$ cat config.mk
export PLATFORM = sky130hd
export DESIGN_NAME = wbt_queue
export DESIGN_NICKNAME = d
export VERILOG_FILES = /design/src/design/wbt_pkg.sv /design/src/design/wbt_queue.sv
export SDC_FILE = /design/constraint.sdc
export NUM_CORES = 1
export LEC_CHECK = 0
export BUFFER_PORTS_ARGS = -buffer_cell sky130_fd_sc_hd__buf_4
export CORE_AREA = 3 3 211 213
export DETAILED_ROUTE_END_ITERATION = 16
export DIE_AREA = 0 0 214 216
export GPL_TIMING_DRIVEN = 0
export PLACE_DENSITY = 0.82
export SLEW_MARGIN = 0
export SYNTH_ARGS = -nofsm -noshare
export SYNTH_HDL_FRONTEND = slang
export SYNTH_SLANG_ARGS = --single-unit
$ cat constraint.sdc
create_clock -name clock -period 31.7 [get_ports clock]
set_clock_uncertainty 0.2 [all_clocks]
set_input_delay 3.17 -clock clock [delete_from_list [all_inputs] [get_ports clock]]
set_output_delay 3.17 -clock clock [all_outputs]
set_load 0.1 [all_outputs]
$ cat src/design/wbt_pkg.sv
`default_nettype none
// ----------------------------------------------------------------------------
// Weighted bin tally package
// Shared types and constants for the weighted bin tally with event moments.
// ----------------------------------------------------------------------------
package wbt_pkg;

   localparam int unsigned NUM_COEF = 7;

   localparam logic [47:0] MAX48 = 48'hFFFF_FFFF_FFFF;
   localparam logic [62:0] MAX63 = 63'h7FFF_FFFF_FFFF_FFFF;
   localparam logic [31:0] MAX32 = 32'hFFFF_FFFF;

   localparam logic TRUE  = 1'b1;
   localparam logic FALSE = 1'b0;

   typedef enum logic [1:0] {
      OP_FILL = 2'd0,
      OP_EVENT = 2'd1,
      OP_READ = 2'd2,
      OP_SPARE = 2'd3
   } op_type;

   typedef enum logic [0:0] {
      REG_DOSE_MASK = 1'd0,
      REG_BINS_USED = 1'd1
   } reg_index_type;

   typedef struct packed {
      logic [1:0]  op;
      logic [5:0]  bin;
      logic [31:0] weight;
      logic [NUM_COEF-1:0][31:0] coef;
      logic [2:0]  dose_select;
   } req_item_type;

   typedef struct packed {
      logic [47:0] bin_flux;
      logic [62:0] bin_sum_sq;
      logic [62:0] bin_sum_cube;
      logic [62:0] bin_sum_fourth;
      logic [31:0] bin_hits;
      logic [62:0] dose_total;
      logic [47:0] event_sum;
   } rsp_item_type;

   // Saturating add of two 63-bit values.
   function automatic logic [62:0] add_sat63(input logic [62:0] a, input logic [62:0] b);
      logic [63:0] s;
      s = {1'b0, a} + {1'b0, b};
      return s[63] ? MAX63 : s[62:0];
   endfunction

   function automatic logic [47:0] add_sat48(input logic [47:0] a, input logic [47:0] b);
      logic [48:0] s;
      s = {1'b0, a} + {1'b0, b};
      return s[48] ? MAX48 : s[47:0];
   endfunction

endpackage : wbt_pkg
`default_nettype wire

$ cat src/design/wbt_queue.sv
`default_nettype none
// ----------------------------------------------------------------------------
// Request queue
// Two-entry FIFO that decouples request intake from the tally engine.
// ----------------------------------------------------------------------------
module wbt_queue
   import wbt_pkg::*;
(
   input  wire logic         clock,
   input  wire logic         reset,
   input  wire logic         in_valid,
   output logic              in_ready,
   input  wire req_item_type in_data,
   output logic              out_valid,
   input  wire logic         out_ready,
   output req_item_type      out_data
);

   req_item_type slot_ff [2];
   logic         wr_ptr_ff, wr_ptr_in;
   logic         rd_ptr_ff, rd_ptr_in;
   logic [1:0]   count_ff, count_in;
   logic         push, pop;

   // Handshake on both sides.
   assign in_ready  = (count_ff != 2'd2);
   assign out_valid = (count_ff != 2'd0);
   assign out_data  = slot_ff[rd_ptr_ff];
   assign push      = in_valid && in_ready;
   assign pop       = out_valid && out_ready;

   // Pointer and fill count update.
   always_comb begin
      wr_ptr_in = push ? ~wr_ptr_ff : wr_ptr_ff;
      rd_ptr_in = pop ? ~rd_ptr_ff : rd_ptr_ff;
      count_in  = count_ff + {1'b0, push} - {1'b0, pop};
   end

   always_ff @(posedge clock) begin
      if (reset) begin
         wr_ptr_ff <= 1'b0;
         rd_ptr_ff <= 1'b0;
         count_ff  <= 2'd0;
      end else begin
         wr_ptr_ff <= wr_ptr_in;
         rd_ptr_ff <= rd_ptr_in;
         count_ff  <= count_in;
      end
   end

   // Payload storage needs no reset.
   always_ff @(posedge clock) begin
      if (push) begin
         slot_ff[wr_ptr_ff] <= in_data;
      end
   end

endmodule : wbt_queue
`default_nettype wire

Word-level counts from Yosys, hierarchy flattened
Memories as Yosys holds them, arrays and structs flattened. A register that Yosys moved wholly into a read port is not among the register bits.
Index checks and enable logic that the tools add are counted.
- register bits: 4
- memory bits (writable): 534
- bits of input ports: 271
- output and inout port bits: 269
- word-level logic and storage cells: 16
- memories kept: 1
- $add $sub $neg: 2
- eq/ne operators: 1
- mux-type cells: 4
- bitwise logic cells: 2
- reduce and logical (&&, ||, !) cells: 3
- memories (memory ; words ; bits a word ; read ports ; clocked after Yosys merged registers in ; wr ports ; line ; text):
    slot_ff ; 2 ; 267 ; 1 ; 1 ; 1 ; wbt_queue.sv:19 ; req_item_type slot_ff [2];
- operators with widths (operator ; count):
    $mux 1 ; 4
    $add 2x1->2 ; 1
    $logic_and 1x1->1 ; 2
    $ne 2x2->1 const B ; 1
    $not 1->1 ; 2
    $reduce_bool 2->1 ; 1
    $sub 2x1->2 ; 1

Longest topological paths before layout
- word-level depth: 4
- gate-level depth with buffers: 8
- gate-level depth less buffers: 8

Worst setup path before layout
Ideal clock, no wire load.
- kind: input -> register
- from: input port in_valid
- to: memory slot_ff[0][0] (netlist name) (enable)
- setup time: 901 ps
- data arrival time: 14374 ps
- required time: 30599 ps
- slack: 16224 ps
- stages on the path: 2
- path buffers: 0
- cells stage by stage: nand2_1 nor2_1
- cells in the longest elaborated chain, start to end: 3
- RTL lines (item ; line ; text):
    start: declaration ; wbt_queue.sv:11 ; input wire logic in_valid,
    $logic_and 1x1->1 ; wbt_queue.sv:29 ; assign push = in_valid && in_ready;
    $mux 1 ; wbt_queue.sv:53 ; if (push) begin
    $mux 1 (not written as such) ; wbt_queue.sv:54 ; slot_ff[wr_ptr_ff] <= in_data;
    end: declaration ; wbt_queue.sv:19 ;
Every way passes these cells.

==> impl_metrics.ini <==
[synth]
ys.flop_type = edfxtp_1
syn-mean-instance-area_um2 = 23.9
synthTopCellsByCount = 534 x edfxtp_1, 230 x mux2_4, 38 x mux2_2, 27 x buf_6
syn_nets = 1128
synthesis.area_um2 = 20500
ys_seq_elements = 539
synth.largest_area_cell = edfxtp_1
yosys_warnings = 0
synth_edf_count = 534
synth.area.top_cells = edfxtp_1 78%, mux2_4 17%, mux2_2 2.1%
synth_cells = 855
async_reset_ff_share_pct = 0
ys_types = 17
synth_top_area_share_pct = 78.4
synth_most_common_cell = edfxtp_1
synth_seq_area_share_pct = 78.9

[die]
pin_count = 540
dieWidth_um = 214
coreArea_um2 = 42900
initial_utilization_pct = 47.7
die_h_um = 216
rows = 76
die_area_um2 = 46200

[power]
p_int_w = 0.00158
power_switching_w = 0.00127
power_w = 0.00285
p_seq_share_pct = 32.2
swShare_pct = 44.6
power.density_nw_per_um2 = 105
p_leak_nw = 10.6
p_clk_share_pct = 20.5
max-vdd-ir-drop_uv = 78.0
comb_power_share_pct = 47.3

[cells_and_area]
multi_input_area_um2 = 4010
area_growth_pct = 32.8
stdcell_area_um2 = 27200
final_util_pct = 63.3
register_area_um2 = 16100
drive_above_1_share_pct = 61.3
fin_nets = 1734
fill_cells = 2825

[setup_path]
crit_slowest_cell = mux2_4
crit_path_start_kind = flip-flop
critPathCaptureType = output port
worstPathArrival_ns = 2.17
crit_chain = buf_6, buf_6, buf_6, mux2_4, buf_4
crit_type = reg2out
crit_fanout = 10
cp_slowest_stage_delay_ns = 0.37
required_ns = 28.33
crit_top_cell = buf_6

[global_routing]
grt_usage_pct = 19.4
grt_max_degree = 67
grt_pass1_vias = 11113
overflow = 0
antenna_found_initial = 1
grt_pass1_wl_um = 67800

[clocking]
cts_sinks = 539
max-clock-path-buffers = 3
clk_pin_slew_worst_paths_ns = 0.06
hold_buffers = 0
cts_setup_buffers = 0
ctsResizeCount = 0
cts_buffers = 52
cts-root-buf = clkbuf_16
insertion_delay_ns = 0.58
htree_levels = 2
cts_tree = done

[sta]
hold_violations = 0
slew_headroom_pct = 46.5
setup_ws_ns = 26.16
fin_crit_sh_pct = 17.5
worstMarginPinSlew_ns = 0.800
fin_setup_tns_ns = 0
rsz0062_at_grt = false
min_period_ns = 5.54
fmax_mhz = 180
setup_viol = 0
slew_violations = 0

[drt]
wl_per_cell_um = 22.0
wl_met1_um = 16500
wl_um = 45900
ant_nets = 0
drt_iter0_markers = 557
drcViolationCount = 0
routed-wl-met2_um = 23900
top_layer = met4
vias_per_cell = 4.90
wl_met3_um = 3860
vias = 10219
drt_first_pass_iters = 4

[place]
portBuffers = 539
hpwl_um = 32700
pre_cts_ws_ns = 25.93
post_dp_cell_area_um2 = 25500
place_congestion = 0.812

[hold_path]
hp-class = reg2reg

[outcome]
status = finished, final reports clean

[run]
max_cap_viol_count = 0
==> through the flow <==
step	std cells	hold slack, ns
detailed placement	1992	0.301
floorplan	855	0.281
global placement	1979	0.298
CTS	2084	0.329
global route	2085	0.373
finish	2085	0.327
==> critical path, delay by kind of cell, from the launching register on <==
kind	cells	cell delay [ns]
mux	1	0.37
flops	1	0.33
buf+inv	4	0.88
==> cells in the final DEF (no fill, tap or decap) <==
| cell type | n |
|---|---|
| buf_4 | 539 |
| buf_2 | 3 |
| xor2_1 | 1 |
| nor2b_1 | 2 |
| edfxtp_1 | 534 |
| buf_12 | 7 |
| xnor2_1 | 2 |
| clkbuf_16 | 54 |
| inv_1 | 1 |
| clkinv_8 | 1 |
| clkinv_2 | 5 |
| buf_16 | 6 |
| bufinv_16 | 3 |
| nand2_1 | 1 |
| nor2_1 | 4 |
| diode_2 | 1 |
| clkbuf_1 | 13 |
| clkinvlp_4 | 1 |
| inv_6 | 1 |
| clkinv_1 | 13 |
| buf_6 | 27 |
| or2_2 | 1 |
| nor2_4 | 1 |
| clkinv_4 | 1 |
| o21a_1 | 1 |
| ha_1 | 2 |
| nand2b_1 | 1 |
| dfxtp_1 | 5 |
| mux2_2 | 38 |
| mux2_4 | 230 |
| and3_4 | 1 |
==> path summary, 6_finish.rpt <==
kind                            cells past startpoint        start               to  slack (ns)
worst max-delay path                                5    flip-flop     out_data[96]       26.16
worst min-delay path                                2    rd_ptr_ff        flip-flop        0.33
worst max register to register                      8  count_ff[0]  slot_ff[0][111]       28.61
worst min register to register                      2    rd_ptr_ff        flip-flop        0.33
==> routing by layer <==
layer	up-vias	global-route usage (%)
met5	-	0
met4	0	7.81
met3	87	6.56
met2	427	34.2
met1	5085	21.6
li1	4620	-
==> area by class of cell <==
cell class | count | area share, %
Timing Repair Buffer | 552 | 16.0
Tap cell | 585 | 2.70
Inverter | 1 | 0.0138
Antenna cell | 1 | 0.00921
Sequential cell | 539 | 59.4
Multi-Input combinational cell | 285 | 14.8
Clock buffer | 67 | 5.16
Clock inverter | 25 | 0.756
Buffer | 30 | 1.17
==> registers in the layout, summed over array words and instances (netlist names), named ones only <==
name	cells
slot_ff	534
rd_ptr_ff	1
count_ff	2
wr_ptr_ff	1
==> logic make-up (layout without fill, tap and decap cells) <==
group	after synthesis	after routing	synth area share, %
flip-flops	539	539	78.9
multiplexers	268	268	19.0
buffers and inverters	31	675	1.58
AND/OR/NAND/NOR	11	11	0.263
XOR/XNOR	3	3	0.128
adder cells (fa/ha/maj)	2	2	0.122
AO/OA/AOI/OAI	1	1	0.0367
other	0	1	0
==> power groups by stage <==
stage	combinational [W]	clock, W	sequential [W]
final	0.00135	0.000585	0.000917
after global routing	0.00138	0.000627	0.000924
after CTS	0.00136	0.000600	0.000917
after detailed placement	0.00135	0	0.000931
after global placement	0.00133	0	0.000992
after floorplan	0.00108	0	0.000967
(Power assumes the default switching activity.)
